**src/hw/rtl/tcpreno_pkg.sv**
```systemverilog
// ============================================================================
// tcpreno_pkg - shared types and constants of the Reno congestion controller
// Field widths, event and mode codes, register indexes, reset values and the
// structures passed between the front end, the queue and the execution unit.
// ============================================================================
package tcpreno_pkg;

  // Largest congestion window in segments; growth saturates here.
  localparam int unsigned MAX_WINDOW = 65535;

  localparam int unsigned WIN_W      = 16;
  localparam int unsigned SEQ_W      = 32;
  localparam int unsigned US_W       = 32;
  localparam int unsigned DUP_W      = 4;
  localparam int unsigned FUNC_W     = 2;
  localparam int unsigned CFG_IDX_W  = 3;
  localparam int unsigned CFG_DATA_W = 32;

  localparam int unsigned IN_TDATA_W  = 72;
  localparam int unsigned OUT_TDATA_W = 120;

  localparam int unsigned QUEUE_DEPTH = 2;
  localparam int unsigned QUEUE_PTR_W = (QUEUE_DEPTH > 1) ? $clog2(QUEUE_DEPTH) : 1;
  localparam int unsigned QUEUE_CNT_W = $clog2(QUEUE_DEPTH + 1);

  localparam logic [WIN_W-1:0] WIN_MAX = WIN_W'(MAX_WINDOW);
  localparam logic [DUP_W-1:0] DUP_MAX = '1;

  // Event codes as they arrive on the input channel.
  localparam logic [FUNC_W-1:0] FUNC_START   = 2'd0;
  localparam logic [FUNC_W-1:0] FUNC_ACK     = 2'd1;
  localparam logic [FUNC_W-1:0] FUNC_TIMEOUT = 2'd2;

  // Configuration register indexes.
  localparam logic [CFG_IDX_W-1:0] CFG_RECV_WIN  = 3'd0;
  localparam logic [CFG_IDX_W-1:0] CFG_INIT_THR  = 3'd1;
  localparam logic [CFG_IDX_W-1:0] CFG_INIT_TMO  = 3'd2;
  localparam logic [CFG_IDX_W-1:0] CFG_INIT_RTT  = 3'd3;
  localparam logic [CFG_IDX_W-1:0] CFG_INIT_SEQ  = 3'd4;
  localparam logic [CFG_IDX_W-1:0] CFG_DUP_THR   = 3'd5;

  // Reset values of the configuration registers.
  localparam logic [WIN_W-1:0] RST_RECV_WIN = 16'd64;
  localparam logic [WIN_W-1:0] RST_INIT_THR = 16'd64;
  localparam logic [US_W-1:0]  RST_INIT_TMO = 32'd40000;
  localparam logic [US_W-1:0]  RST_INIT_RTT = 32'd20000;
  localparam logic [SEQ_W-1:0] RST_INIT_SEQ = 32'd127;
  localparam logic [DUP_W-1:0] RST_DUP_THR  = 4'd3;

  typedef enum logic [1:0] {
    EV_START,
    EV_ACK,
    EV_TIMEOUT,
    EV_NOP
  } event_t;

  typedef enum logic [1:0] {
    MODE_SLOW,
    MODE_AVOID,
    MODE_RECOVER
  } mode_t;

  typedef enum logic [1:0] {
    RETX_NONE,
    RETX_FAST,
    RETX_TIMEOUT
  } retx_t;

  typedef struct packed {
    event_t           ev;
    logic [SEQ_W-1:0] ack_number;
    logic [US_W-1:0]  rtt_sample;
    logic             sample_valid;
    logic             all_acked;
  } item_t;

  typedef struct packed {
    logic [WIN_W-1:0] receive_window;
    logic [WIN_W-1:0] initial_threshold;
    logic [US_W-1:0]  initial_timeout;
    logic [US_W-1:0]  initial_rtt;
    logic [SEQ_W-1:0] initial_sequence;
    logic [DUP_W-1:0] dup_threshold;
  } cfg_t;

  typedef struct packed {
    logic [WIN_W-1:0] window;
    logic [WIN_W-1:0] threshold;
    logic [WIN_W-1:0] send_limit;
    mode_t            mode;
    retx_t            retransmit_kind;
    logic [SEQ_W-1:0] retransmit_seq;
    logic [US_W-1:0]  timeout_us;
  } res_t;

  // Window growth with saturation at the maximum window.
  function automatic logic [WIN_W-1:0] grow_window(input logic [WIN_W-1:0] w,
                                                   input logic [WIN_W-1:0] add);
    logic [WIN_W:0] sum;
    sum = {1'b0, w} + {1'b0, add};
    if (sum > {1'b0, WIN_MAX}) begin
      return WIN_MAX;
    end
    return sum[WIN_W-1:0];
  endfunction

endpackage

```
**src/hw/rtl/tcpreno_front.sv**
```systemverilog
// ============================================================================
// tcpreno_front - input stage of the Reno congestion controller
// Accepts event requests, decodes the event code and registers the item
// for the queue in front of the execution unit.
// ============================================================================
module tcpreno_front
  import tcpreno_pkg::*;
(
  input  logic                  clk,
  input  logic                  rst_n,
  input  logic                  in_tvalid,
  output logic                  in_tready,
  input  logic [IN_TDATA_W-1:0] in_tdata,
  input  logic [FUNC_W-1:0]     in_tuser,
  output logic                  q_wr_valid,
  input  logic                  q_wr_ready,
  output item_t                 q_wr_item
);

  logic  valid_r;
  item_t item_r;
  item_t item_nxt;

  // Unknown event codes become a no-op that just reports the state.
  always_comb begin
    case (in_tuser)
      FUNC_START:   item_nxt.ev = EV_START;
      FUNC_ACK:     item_nxt.ev = EV_ACK;
      FUNC_TIMEOUT: item_nxt.ev = EV_TIMEOUT;
      default:      item_nxt.ev = EV_NOP;
    endcase
    item_nxt.ack_number   = in_tdata[SEQ_W-1:0];
    item_nxt.rtt_sample   = in_tdata[SEQ_W+US_W-1:SEQ_W];
    item_nxt.sample_valid = in_tdata[SEQ_W+US_W];
    item_nxt.all_acked    = in_tdata[SEQ_W+US_W+1];
  end

  assign in_tready  = !valid_r || q_wr_ready;
  assign q_wr_valid = valid_r;
  assign q_wr_item  = item_r;

  always_ff @(posedge clk) begin
    if (!rst_n) begin
      valid_r <= 1'b0;
    end else if (in_tready) begin
      valid_r <= in_tvalid;
    end
  end

  always_ff @(posedge clk) begin
    if (in_tready && in_tvalid) begin
      item_r <= item_nxt;
    end
  end

endmodule

```
**src/hw/rtl/tcpreno_queue.sv**
```systemverilog
// ============================================================================
// tcpreno_queue - short event queue between front end and execution unit
// A small register FIFO so that each side can stall on its own.
// ============================================================================
module tcpreno_queue
  import tcpreno_pkg::*;
(
  input  logic  clk,
  input  logic  rst_n,
  input  logic  wr_valid,
  output logic  wr_ready,
  input  item_t wr_item,
  output logic  rd_valid,
  input  logic  rd_pop,
  output item_t rd_item
);

  item_t                  mem_r [QUEUE_DEPTH];
  logic [QUEUE_PTR_W-1:0] wr_ptr_r;
  logic [QUEUE_PTR_W-1:0] rd_ptr_r;
  logic [QUEUE_CNT_W-1:0] count_r;
  logic                   wr_en;
  logic                   rd_en;

  assign wr_ready = (count_r != QUEUE_CNT_W'(QUEUE_DEPTH));
  assign rd_valid = (count_r != '0);
  assign rd_item  = mem_r[rd_ptr_r];
  assign wr_en    = wr_valid && wr_ready;
  assign rd_en    = rd_pop && rd_valid;

  function automatic logic [QUEUE_PTR_W-1:0] next_ptr(input logic [QUEUE_PTR_W-1:0] p);
    if (p == QUEUE_PTR_W'(QUEUE_DEPTH - 1)) begin
      return '0;
    end
    return p + 1'b1;
  endfunction

  always_ff @(posedge clk) begin
    if (!rst_n) begin
      wr_ptr_r <= '0;
      rd_ptr_r <= '0;
      count_r  <= '0;
    end else begin
      if (wr_en) begin
        wr_ptr_r <= next_ptr(wr_ptr_r);
      end
      if (rd_en) begin
        rd_ptr_r <= next_ptr(rd_ptr_r);
      end
      if (wr_en && !rd_en) begin
        count_r <= count_r + 1'b1;
      end else if (rd_en && !wr_en) begin
        count_r <= count_r - 1'b1;
      end
    end
  end

  always_ff @(posedge clk) begin
    if (wr_en) begin
      mem_r[wr_ptr_r] <= wr_item;
    end
  end

endmodule

```
**src/hw/rtl/tcpreno_back.sv**
```systemverilog
// ============================================================================
// tcpreno_back - execution unit of the Reno congestion controller
// Applies one event to the window state, runs the round trip estimator
// over three extra steps when an advancing ack carries a sample, and holds the result.
// ============================================================================
module tcpreno_back
  import tcpreno_pkg::*;
(
  input  logic  clk,
  input  logic  rst_n,
  input  cfg_t  cfg,
  input  logic  q_valid,
  input  item_t q_item,
  output logic  q_pop,
  output logic  out_valid,
  input  logic  out_ready,
  output res_t  out_res
);

  typedef enum logic [1:0] {
    ST_EXEC,
    ST_DIFF,
    ST_DEV,
    ST_TMO
  } state_t;

  state_t           state_r,  state_nxt;
  logic [WIN_W-1:0] cw_r,     cw_nxt;
  logic [WIN_W-1:0] thr_r,    thr_nxt;
  mode_t            mode_r,   mode_nxt;
  logic [DUP_W-1:0] dup_r,    dup_nxt;
  logic [SEQ_W-1:0] base_r,   base_nxt;
  logic [US_W-1:0]  srtt_r,   srtt_nxt;
  logic [US_W-1:0]  dev_r,    dev_nxt;
  logic [US_W-1:0]  tmo_r,    tmo_nxt;
  logic [US_W-1:0]  sample_r, sample_nxt;
  logic [US_W-1:0]  diff_r,   diff_nxt;
  res_t             pend_r,   pend_nxt;
  logic             out_valid_r, out_valid_nxt;
  res_t             out_res_r,   out_res_nxt;

  // Outcome of the event at the head of the queue.
  logic [WIN_W-1:0] ex_cw, ex_thr, ex_limit, cw_mid, thr_mid, rw_eff;
  mode_t            ex_mode, mode_mid;
  logic [DUP_W-1:0] ex_dup, dup_inc;
  logic [SEQ_W-1:0] ex_base, ex_seq;
  logic [US_W-1:0]  ex_srtt, ex_dev, ex_tmo;
  retx_t            ex_kind;
  logic             ack_eq, ack_gt, fire, rtt_go, out_free;
  res_t             ex_res;

  // Estimator arithmetic, one wide add per step.
  logic [US_W+2:0]  srtt_sum;
  logic [US_W+1:0]  dev_sum;
  logic [US_W+1:0]  tmo_sum;
  logic [US_W-1:0]  tmo_sat;

  assign ack_eq   = (q_item.ack_number == base_r);
  assign ack_gt   = (q_item.ack_number > base_r);
  assign dup_inc  = (dup_r < DUP_MAX) ? dup_r + 1'b1 : dup_r;
  assign fire     = (cfg.dup_threshold != '0) && (dup_inc == cfg.dup_threshold);
  assign rw_eff   = (cfg.receive_window == '0) ? WIN_W'(1) : cfg.receive_window;
  assign rtt_go   = (q_item.ev == EV_ACK) && ack_gt && q_item.sample_valid;
  assign out_free = !out_valid_r || out_ready;

  always_comb begin
    ex_cw    = cw_r;
    ex_thr   = thr_r;
    ex_mode  = mode_r;
    ex_dup   = dup_r;
    ex_base  = base_r;
    ex_srtt  = srtt_r;
    ex_dev   = dev_r;
    ex_tmo   = tmo_r;
    ex_kind  = RETX_NONE;
    ex_seq   = '0;
    cw_mid   = cw_r;
    thr_mid  = thr_r;
    mode_mid = mode_r;
    case (q_item.ev)
      EV_START: begin
        ex_cw   = WIN_W'(1);
        ex_thr  = (cfg.initial_threshold == '0) ? WIN_W'(1) : cfg.initial_threshold;
        ex_mode = MODE_SLOW;
        ex_dup  = '0;
        ex_base = cfg.initial_sequence;
        ex_srtt = cfg.initial_rtt;
        ex_dev  = '0;
        ex_tmo  = cfg.initial_timeout;
      end
      EV_ACK: begin
        if (ack_eq) begin
          ex_dup = dup_inc;
          if (fire) begin
            // Duplicate ack limit reached: fast retransmit, halve the window.
            ex_kind  = RETX_FAST;
            ex_seq   = q_item.ack_number;
            ex_dup   = '0;
            cw_mid   = (cw_r > WIN_W'(1)) ? (cw_r >> 1) : cw_r;
            thr_mid  = cw_mid;
            mode_mid = MODE_RECOVER;
          end
        end else if (ack_gt) begin
          if (mode_r == MODE_RECOVER) begin
            cw_mid   = grow_window(cw_r, WIN_W'(1));
            mode_mid = MODE_AVOID;
          end
          ex_dup  = '0;
          ex_base = q_item.ack_number;
        end
        if ((mode_mid == MODE_SLOW) && (cw_mid >= thr_mid)) begin
          mode_mid = MODE_AVOID;
        end
        if (q_item.all_acked) begin
          ex_cw = grow_window(cw_mid, (mode_mid == MODE_SLOW) ? cw_mid : WIN_W'(1));
        end else begin
          ex_cw = cw_mid;
        end
        ex_thr  = thr_mid;
        ex_mode = mode_mid;
      end
      EV_TIMEOUT: begin
        ex_thr  = ((cw_r >> 1) == '0) ? WIN_W'(1) : (cw_r >> 1);
        ex_cw   = WIN_W'(1);
        ex_mode = MODE_SLOW;
        if (!q_item.all_acked) begin
          ex_kind = RETX_TIMEOUT;
          ex_seq  = base_r;
        end
      end
      default: begin
      end
    endcase
    ex_limit = (rw_eff < ex_cw) ? rw_eff : ex_cw;

    ex_res.window          = ex_cw;
    ex_res.threshold       = ex_thr;
    ex_res.send_limit      = ex_limit;
    ex_res.mode            = ex_mode;
    ex_res.retransmit_kind = ex_kind;
    ex_res.retransmit_seq  = ex_seq;
    ex_res.timeout_us      = ex_tmo;
  end

  // New smoothed estimate: (7*srtt + sample) / 8.
  assign srtt_sum = {srtt_r, 3'b000} - {3'b000, srtt_r} + {3'b000, q_item.rtt_sample};
  // New deviation: (3*dev + |srtt - sample|) / 4.
  assign dev_sum  = {1'b0, dev_r, 1'b0} + {2'b00, dev_r} + {2'b00, diff_r};
  // Timeout = srtt + 4*dev, saturated to 32 bits.
  assign tmo_sum  = {2'b00, srtt_r} + {dev_r, 2'b00};
  assign tmo_sat  = (tmo_sum[US_W+1:US_W] != 2'b00) ? '1 : tmo_sum[US_W-1:0];

  always_comb begin
    state_nxt     = state_r;
    cw_nxt        = cw_r;
    thr_nxt       = thr_r;
    mode_nxt      = mode_r;
    dup_nxt       = dup_r;
    base_nxt      = base_r;
    srtt_nxt      = srtt_r;
    dev_nxt       = dev_r;
    tmo_nxt       = tmo_r;
    sample_nxt    = sample_r;
    diff_nxt      = diff_r;
    pend_nxt      = pend_r;
    out_valid_nxt = out_valid_r && !out_ready;
    out_res_nxt   = out_res_r;
    q_pop         = 1'b0;
    case (state_r)
      ST_EXEC: begin
        if (q_valid && (rtt_go || out_free)) begin
          q_pop    = 1'b1;
          cw_nxt   = ex_cw;
          thr_nxt  = ex_thr;
          mode_nxt = ex_mode;
          dup_nxt  = ex_dup;
          base_nxt = ex_base;
          if (rtt_go) begin
            srtt_nxt   = srtt_sum[US_W+2:3];
            sample_nxt = q_item.rtt_sample;
            pend_nxt   = ex_res;
            state_nxt  = ST_DIFF;
          end else begin
            srtt_nxt      = ex_srtt;
            dev_nxt       = ex_dev;
            tmo_nxt       = ex_tmo;
            out_valid_nxt = 1'b1;
            out_res_nxt   = ex_res;
          end
        end
      end
      ST_DIFF: begin
        diff_nxt  = (srtt_r >= sample_r) ? srtt_r - sample_r : sample_r - srtt_r;
        state_nxt = ST_DEV;
      end
      ST_DEV: begin
        dev_nxt   = dev_sum[US_W+1:2];
        state_nxt = ST_TMO;
      end
      ST_TMO: begin
        if (out_free) begin
          tmo_nxt                = tmo_sat;
          out_valid_nxt          = 1'b1;
          out_res_nxt            = pend_r;
          out_res_nxt.timeout_us = tmo_sat;
          state_nxt              = ST_EXEC;
        end
      end
      default: begin
        state_nxt = ST_EXEC;
      end
    endcase
  end

  always_ff @(posedge clk) begin
    if (!rst_n) begin
      state_r     <= ST_EXEC;
      cw_r        <= WIN_W'(1);
      thr_r       <= RST_INIT_THR;
      mode_r      <= MODE_SLOW;
      dup_r       <= '0;
      base_r      <= RST_INIT_SEQ;
      srtt_r      <= RST_INIT_RTT;
      dev_r       <= '0;
      tmo_r       <= RST_INIT_TMO;
      out_valid_r <= 1'b0;
    end else begin
      state_r     <= state_nxt;
      cw_r        <= cw_nxt;
      thr_r       <= thr_nxt;
      mode_r      <= mode_nxt;
      dup_r       <= dup_nxt;
      base_r      <= base_nxt;
      srtt_r      <= srtt_nxt;
      dev_r       <= dev_nxt;
      tmo_r       <= tmo_nxt;
      out_valid_r <= out_valid_nxt;
    end
  end

  always_ff @(posedge clk) begin
    sample_r  <= sample_nxt;
    diff_r    <= diff_nxt;
    pend_r    <= pend_nxt;
    out_res_r <= out_res_nxt;
  end

  assign out_valid = out_valid_r;
  assign out_res   = out_res_r;

endmodule

```
**src/hw/rtl/tcp_reno_congestion_control_unit.sv**
```systemverilog
// ============================================================================
// tcp_reno_congestion_control_unit - sender-side Reno congestion controller
// Throughput: one event per cycle while results are taken; an ack that advances the send
//   base with a valid RTT sample holds the execution unit for its estimator steps.
// Reset (rst_n low, synchronous): control registers, configuration and state take their defaults.
// ============================================================================
//
// Structure. A front stage takes input requests, decodes the event code and
// registers the item. A two-entry queue decouples it from the execution
// unit, which applies the event to the congestion state and loads a result
// register. That register holds a result until the consumer takes it; while
// it waits, only an advancing ack with an RTT sample starts, then stalls at ST_TMO.
//
// Round trip estimation runs in three extra steps on the execution unit:
// the new smoothed value is formed with the window update, then the absolute
// error, then the new deviation, and finally the saturated retransmit timeout.
// All other events finish in the cycle they leave the queue.
//
// Configuration is written through a plain write port, one register per
// index; writes are expected only while no request is in flight.
module tcp_reno_congestion_control_unit
  import tcpreno_pkg::*;
(
  input  logic                   clk,
  input  logic                   rst_n,
  // Event requests.
  input  logic                   in_tvalid,
  output logic                   in_tready,
  // [31:0] ack_number, [63:32] rtt_sample, [64] sample_valid, [65] all_acked
  input  logic [IN_TDATA_W-1:0]  in_tdata,
  // [1:0] func
  input  logic [FUNC_W-1:0]      in_tuser,
  // Results, one per event.
  output logic                   out_tvalid,
  input  logic                   out_tready,
  // [15:0] window, [31:16] threshold, [47:32] send_limit, [49:48] mode,
  // [81:50] retransmit_seq, [113:82] timeout_us
  output logic [OUT_TDATA_W-1:0] out_tdata,
  // [1:0] retransmit_kind
  output logic [1:0]             out_tuser,
  // Configuration writes.
  input  logic                   cfg_we,
  input  logic [CFG_IDX_W-1:0]   cfg_index,
  input  logic [CFG_DATA_W-1:0]  cfg_wdata
);

  cfg_t  cfg_r;
  logic  q_wr_valid;
  logic  q_wr_ready;
  item_t q_wr_item;
  logic  q_rd_valid;
  logic  q_pop;
  item_t q_rd_item;
  res_t  res;

  // Register writes; data is truncated to the width of the register and
  // writes to indexes beyond the list are dropped.
  always_ff @(posedge clk) begin
    if (!rst_n) begin
      cfg_r.receive_window    <= RST_RECV_WIN;
      cfg_r.initial_threshold <= RST_INIT_THR;
      cfg_r.initial_timeout   <= RST_INIT_TMO;
      cfg_r.initial_rtt       <= RST_INIT_RTT;
      cfg_r.initial_sequence  <= RST_INIT_SEQ;
      cfg_r.dup_threshold     <= RST_DUP_THR;
    end else if (cfg_we) begin
      case (cfg_index)
        CFG_RECV_WIN: cfg_r.receive_window    <= cfg_wdata[WIN_W-1:0];
        CFG_INIT_THR: cfg_r.initial_threshold <= cfg_wdata[WIN_W-1:0];
        CFG_INIT_TMO: cfg_r.initial_timeout   <= cfg_wdata[US_W-1:0];
        CFG_INIT_RTT: cfg_r.initial_rtt       <= cfg_wdata[US_W-1:0];
        CFG_INIT_SEQ: cfg_r.initial_sequence  <= cfg_wdata[SEQ_W-1:0];
        CFG_DUP_THR:  cfg_r.dup_threshold     <= cfg_wdata[DUP_W-1:0];
        default: begin
        end
      endcase
    end
  end

  tcpreno_front u_front (
    .clk        (clk),
    .rst_n      (rst_n),
    .in_tvalid  (in_tvalid),
    .in_tready  (in_tready),
    .in_tdata   (in_tdata),
    .in_tuser   (in_tuser),
    .q_wr_valid (q_wr_valid),
    .q_wr_ready (q_wr_ready),
    .q_wr_item  (q_wr_item)
  );

  tcpreno_queue u_queue (
    .clk      (clk),
    .rst_n    (rst_n),
    .wr_valid (q_wr_valid),
    .wr_ready (q_wr_ready),
    .wr_item  (q_wr_item),
    .rd_valid (q_rd_valid),
    .rd_pop   (q_pop),
    .rd_item  (q_rd_item)
  );

  tcpreno_back u_back (
    .clk       (clk),
    .rst_n     (rst_n),
    .cfg       (cfg_r),
    .q_valid   (q_rd_valid),
    .q_item    (q_rd_item),
    .q_pop     (q_pop),
    .out_valid (out_tvalid),
    .out_ready (out_tready),
    .out_res   (res)
  );

  assign out_tdata = {6'b000000, res.timeout_us, res.retransmit_seq, res.mode,
                      res.send_limit, res.threshold, res.window};
  assign out_tuser = res.retransmit_kind;

endmodule
```
**config.mk**
```make
export PLATFORM = sky130hd
export DESIGN_NAME = tcp_reno_congestion_control_unit
export DESIGN_NICKNAME = d
export VERILOG_FILES = /design/src/hw/rtl/tcpreno_pkg.sv /design/src/hw/rtl/tcpreno_front.sv /design/src/hw/rtl/tcpreno_queue.sv /design/src/hw/rtl/tcpreno_back.sv /design/src/hw/rtl/tcp_reno_congestion_control_unit.sv
export SDC_FILE = /design/constraint.sdc
export NUM_CORES = 2
export LEC_CHECK = 0
export BUFFER_PORTS_ARGS = -buffer_cell sky130_fd_sc_hd__buf_4
export CORE_AREA = 2 2 293 295
export DETAILED_ROUTE_END_ITERATION = 10
export DIE_AREA = 0 0 295 297
export PLACE_DENSITY_LB_ADDON = 0.05
export SYNTH_ARGS = -nofsm -noshare
export SYNTH_HDL_FRONTEND = slang
export SYNTH_SLANG_ARGS = --single-unit
```
**constraint.sdc**
```tcl
create_clock -name clk -period 26.5 [get_ports clk]
set_input_delay 5.3 -clock clk [delete_from_list [all_inputs] [get_ports clk]]
set_output_delay 5.3 -clock clk [all_outputs]
set_load 0.05 [all_outputs]
```
# --- Word level (Yosys, flattened, before mapping) ---
# Memories as Yosys holds them, arrays and structs flattened. A register that Yosys moved wholly into a read port is not among the register bits.
# Index checks and enable logic that the tools add are counted.
totals:
  ramBits: 136
  ff_bits: 638
  memories: 1
  in_bits: 114
  out_inout_bits: 124
  word_cells: 235
memory_table:
  columns: ["memory", "depth", "word_bits", "rd", "rd_clocked_by_memory_dff", "write_ports", "line_no", "text"]
  rows:
  - ["u_queue.mem_r", 2, 68, 1, 1, 1, "tcpreno_queue.sv:18", "item_t mem_r [QUEUE_DEPTH];"]
op_classes:
  eq_ne: 24
  reduce_logical: 51
  addsub: 14
  magnitude_cmp: 8
  n_mux: 97
ops:
  columns: ["operator", "n"]
  rows:
  - ["two-way mux 32 bit", 16]
  - ["two-way mux 116 bit", 3]
  - ["two-way mux 16 bit", 18]
  - ["one-hot mux 32 bit (2 select lines)", 4]
  - ["one-hot mux 116 bit (2 select lines)", 1]
  - ["subtractor 32 bit", 2]
  - ["zero test 16 bit", 3]
  - ["one-hot mux 16 bit (3 select lines)", 1]
  - ["adder 35 x 32 -> 35 bit", 1]
  - ["subtractor 35 x 32 -> 35 bit", 1]
  - ["adder 32 x 34 -> 34 bit", 1]
  - ["adder 33 x 32 -> 34 bit", 1]
  - ["adder 34 x 32 -> 34 bit", 1]
  - ["greater-than comparator 17 x 16 -> 1 bit (second input constant)", 2]
  - ["equality test 32 bit", 1]
  - [">= comparator 32 bit", 1]
  - ["greater-than comparator 32 bit", 1]
  - ["one-hot mux 16 bit (2 select lines)", 1]
  - ["two-way mux 1 bit", 28]
  - ["two-way mux 2 bit", 14]
  - ["adder 16 x 1 -> 17 bit (second input constant)", 1]
  - ["adder 16 x 16 -> 17 bit", 1]
  - [">= comparator 16 bit", 1]
  - ["greater-than comparator 16 x 1 -> 1 bit (second input constant)", 1]
  - ["other kinds (34)", 89]

# --- Longest topological paths before layout ---
depth:
  ltp_word: 31
  depth_mapped: 51
  depth_no_buf: 40

# --- Cells and area by module ---
# Synthesis repeated with hierarchy kept, for this count alone.
hier_totals:
  hier_cells: 4064
  hier_area_um2: 43020.0
modules_own_cells:
  columns: ["module", "area_per_inst_um2", "n_inst", "cells_per_inst"]
  rows:
  - ["tcpreno_back", 30655.7, 1, 3261]
  - ["tcpreno_queue", 5226.3, 1, 236]
  - ["tcp_reno_congestion_control_unit", 5031.1, 1, 492]
  - ["tcpreno_front", 2107.0, 1, 75]

# --- Worst setup path before layout ---
# OpenSTA, ideal clock, no wires.
synth_path:
  path_type: "register to register"
  start: "reg (tool-made name)"
  end: "reg u_back.out_res_r, in the netlist u_back.out_res[70] (data pin)"
  arrival_ps: 9592
  required_ps: 26240
  n_path_buf: 8
  stages_incl_launch_ff: 46
  setup_slack_ps: 16647
  setup_time_ps: 260
  period_less_slack_ps: 9853
  path_cell_list: "dfxtp_1 > clkbuf_1 > buf_1 > clkbuf_1 > mux2i_1 > inv_1 > ha_1 > nand4_1 > nor4_2 > nand4_1 > or4b_1 > clkbuf_1 > buf_2 > a211o_1 > o211ai_1 > inv_1 > ha_1 > a21o_1 > [... 10 more ...] > nor4_4 > or3_1 > o221ai_1 > ha_1 > a21o_1 > a21oi_1 > nor2b_1 > o21ai_0 > nand2b_1 > a21oi_1 > nor2b_1 > o21ai_0 > o311ai_0 > nand3b_1 > o31a_1 > buf_6 > mux2_4 > mux2_4"
synth_lines:
  columns: ["item", "line_no", "text"]
  rows:
  - ["to (signal assigned)", "tcpreno_back.sv:245", "out_res_r <= out_res_nxt;"]
  - ["to (decl)", "tcpreno_back.sv:40", "res_t out_res_r, out_res_nxt;"]

==> flow_metrics.env <==
export IMPL_wirelength_um=118500
export IMPL_worstPathMaxFanout=42
export IMPL_nets=4694
export IMPL_avgSynthCellArea_um2=10.06
export IMPL_ant_nets=0
export IMPL_crit_top_cell="ha_1"
export IMPL_grt_use_total_pct=26.67
export IMPL_fmaxAchievable_ghz=0.08213
export IMPL_io_pins=238
export IMPL_leakage_nw=18.72
export IMPL_ys_top_cells_by_count="499 x nand2_1, 468 x edfxtp_1, 375 x a21oi_1, 308 x inv_1, 307 x dfxtp_1"
export IMPL_drive_above_1_share_pct=12.89
export IMPL_ff2ff_path_depth=39
export IMPL_syn_instance_count=4167
export IMPL_die_y_um=297
export IMPL_yosys_area_share_simple_pct=12.02
export IMPL_synth_fa_ha_area_share_pct=10.10
export IMPL_htreeDepth=3
export IMPL_grt_start_max_net_pins=83
export IMPL_timing_critical_path_to="u_back.out_res[76]"
export IMPL_yosysWarnings=0
export IMPL_worst_slew_pin_slew_ns=1.226
export IMPL_clk_latency_ns=0.66
export IMPL_synth_compound_area_share_pct=16.78
export IMPL_synth_edf_count=468
export IMPL_yosysUniqueCellTypes=100
export IMPL_fill_cells=7553
export IMPL_ys_seq_area_share_pct=48.20
export IMPL_cts_tree="yes"
export IMPL_min_period_over_period_pct=45.95
export IMPL_yosysMostFrequentCell="nand2_1"
export IMPL_yosys_top_cells_area="edfxtp_1 34%, dfxtp_1 15%, ha_1 7.0%, a21oi_1 4.5%, nand2_1 4.5%"
export IMPL_ctsResizeCount=0
export IMPL_final_util_pct=55.99
export IMPL_initial_core_util_pct=49.60
export IMPL_report_final_slew_viol_count=0
export IMPL_multiInputGateArea_um2=19640
export IMPL_tns_ns=0
export IMPL_postCtsSetupBuffers=0
export IMPL_drc=0
export IMPL_first_pass_iters=5
export IMPL_final_min_clock_period_ns=12.18
export IMPL_dp_hpwl_um=85040
export IMPL_syn_to_final_growth_pct=12.88
export IMPL_viasPerCell=5.747
export IMPL_synth_top_family_by_area="compound AO/OA/AOI/OAI gates"
export IMPL_grt_ovfl_total=0
export IMPL_grt_pass1_wl_um=180000
export IMPL_post_drt_wl_per_cell_um=21.56
export IMPL_ir_drop_mv=0.07207
export IMPL_cp_end_kind="register"
export IMPL_path_class="reg2reg"
export IMPL_path_clk_slew_ns=0.06
export IMPL_rows=107
export IMPL_run_status="finished clean"
export IMPL_synthXorXnorAreaFrac_pct=2.508
export IMPL_hold_buffers=0
export IMPL_power_density_nw_per_um2=106.4
export IMPL_setup_viol=0
export IMPL_worstSetupStartpointType="register"
export IMPL_max_cap_violations=0
export IMPL_design_area_um2=47300
export IMPL_placed_area_um2=44510
export IMPL_r2r_setup_slack_ns=14.32
export IMPL_finalHoldViolCount=0
export IMPL_hold_path_class="reg2reg"
export IMPL_grt_pass1_vias=29690
export IMPL_critPathMaxStageDelay_ns=0.71
export IMPL_hp_start="u_front.q_wr_item[25]"
export IMPL_rsz0062_at_grt="false"
export IMPL_root_buffer="clkbuf_16"
export IMPL_crit_arrival_ns=12.58
export IMPL_gp_congestion=0.9407
export IMPL_ys_ff_latch=775
export IMPL_cts_sinks=775
export IMPL_clockBufferDepth=3
export IMPL_cp_data_required_time_ns=26.90
export IMPL_finClkSkew_ns=0.02230
export IMPL_crit_reg2reg_capture="u_back.out_res[76]"
export IMPL_io_buffer_count=225
export IMPL_numCtsBuffers=85
export IMPL_fp_dieArea_um2=87620
export IMPL_final_seq_area_um2=20200
export IMPL_coreArea_um2=84480
export IMPL_drt_iter0_drc=2655
export IMPL_async_reset_ff_share_pct=0
export IMPL_synthMuxAreaShare_pct=5.124
export IMPL_die_x_um=295
export IMPL_yosys_area_top_type_share_pct=33.54
export IMPL_cp_slowest_cell="buf_4"
export IMPL_yosysTopAreaCell="edfxtp_1"
export IMPL_synth_area_um2=41900
export IMPL_ys_flop_type="edfxtp_1"
export IMPL_vias=31590
export IMPL_antenna_found_initial=7
export IMPL_timing_slew_headroom_pct=18.05
==> through the flow <==
step | instances | setup slack, ns | hold WS, ns | total power [W]
after floorplan | 4172 | 16.65 | 0.4215 | 0.003264
after global placement | 5337 | 14.61 | 0.4229 | 0.003850
after detailed placement | 5337 | 14.57 | 0.4304 | 0.003858
after CTS | 5495 | 14.48 | 0.4420 | 0.005043
after global routing | 5495 | 13.45 | 0.4467 | 0.005338
final | 5496 | 14.32 | 0.4414 | 0.005031
==> state kept, by name (all words and copies together), names as in the netlist, 68 cells and up, named ones only <==
signal and count:
u_queue.mem_r 136, u_back.out_res 116, cfg_r 132, u_front.q_wr_item 68, u_back.pend_r 84
==> logic make-up after synthesis <==
group | count (synthesis)
adders and majority gates | 300
and+or+nand+nor | 1113
DFF | 775
muxes | 200
buffers and inverters | 567
AOI/OAI and AO/OA | 1091
other | 1
xor gates and xnor gates | 120
==> cell usage in the layout (no fill, tap or decap), types with 77 or more instances in the layout <==
cell type  Yosys  routed
nand2_1      499     498
edfxtp_1     468     468
a21oi_1      375     372
inv_1        308     308
dfxtp_1      307     306
buf_4         10     271
nor2_1       272     269
ha_1         236     233
o21ai_0      187     186
mux2i_1      114     113
clkbuf_16      0      86
xnor2_1       82      82
a211oi_1      77      77
==> worst min path at each step <==
stage,depth (start not counted),endpoint
final,0,u_queue.mem_r[1][25]
after global routing,0,u_queue.mem_r[0][64]
after CTS,0,u_queue.mem_r[1][25]
after detailed placement,0,u_queue.mem_r[0][36]
after global placement,0,u_queue.mem_r[0][4]
after floorplan,0,u_queue.mem_r[0][0]
==> final cells by class <==
type / instances / share of cell area [%]
inverters: 317 / 2.537
repair buffers: 271 / 4.301
diodes: 1 / 0.005291
flip-flops and latches: 775 / 42.71
well taps: 1144 / 3.026
clock buffers: 120 / 5.055
multi-input cells: 2830 / 41.52
clock inverters: 38 / 0.8412
==> power breakdown <==
part	switching, W	internal (W)
Sequential	0.000157	0.00157
Clock	0.000504	0.000667
Combinational	0.00140	0.000735
==> worst max-delay path: cells and delay by family (launching register included) <==
kind / cells / cell delay (ns)
AND/OR/NAND/NOR: 13 / 3.48
buffers and inverters: 4 / 1.21
multiplexers: 3 / 1.03
adder cells (fa/ha/maj): 4 / 1.34
flip-flops: 1 / 0.67
AO/OA/AOI/OAI: 15 / 4.11
==> metal layers <==
layer  vias up  global-route usage (%)  share of wire, %
met3       162                   4.939               8.2
met4        12                   7.240               2.3
met1     15190                   40.81                48
met5         -                       0             0.058
li1      15200                       -                 -
met2      1030                   38.39                42
Power figures use the tool's default switching activity.
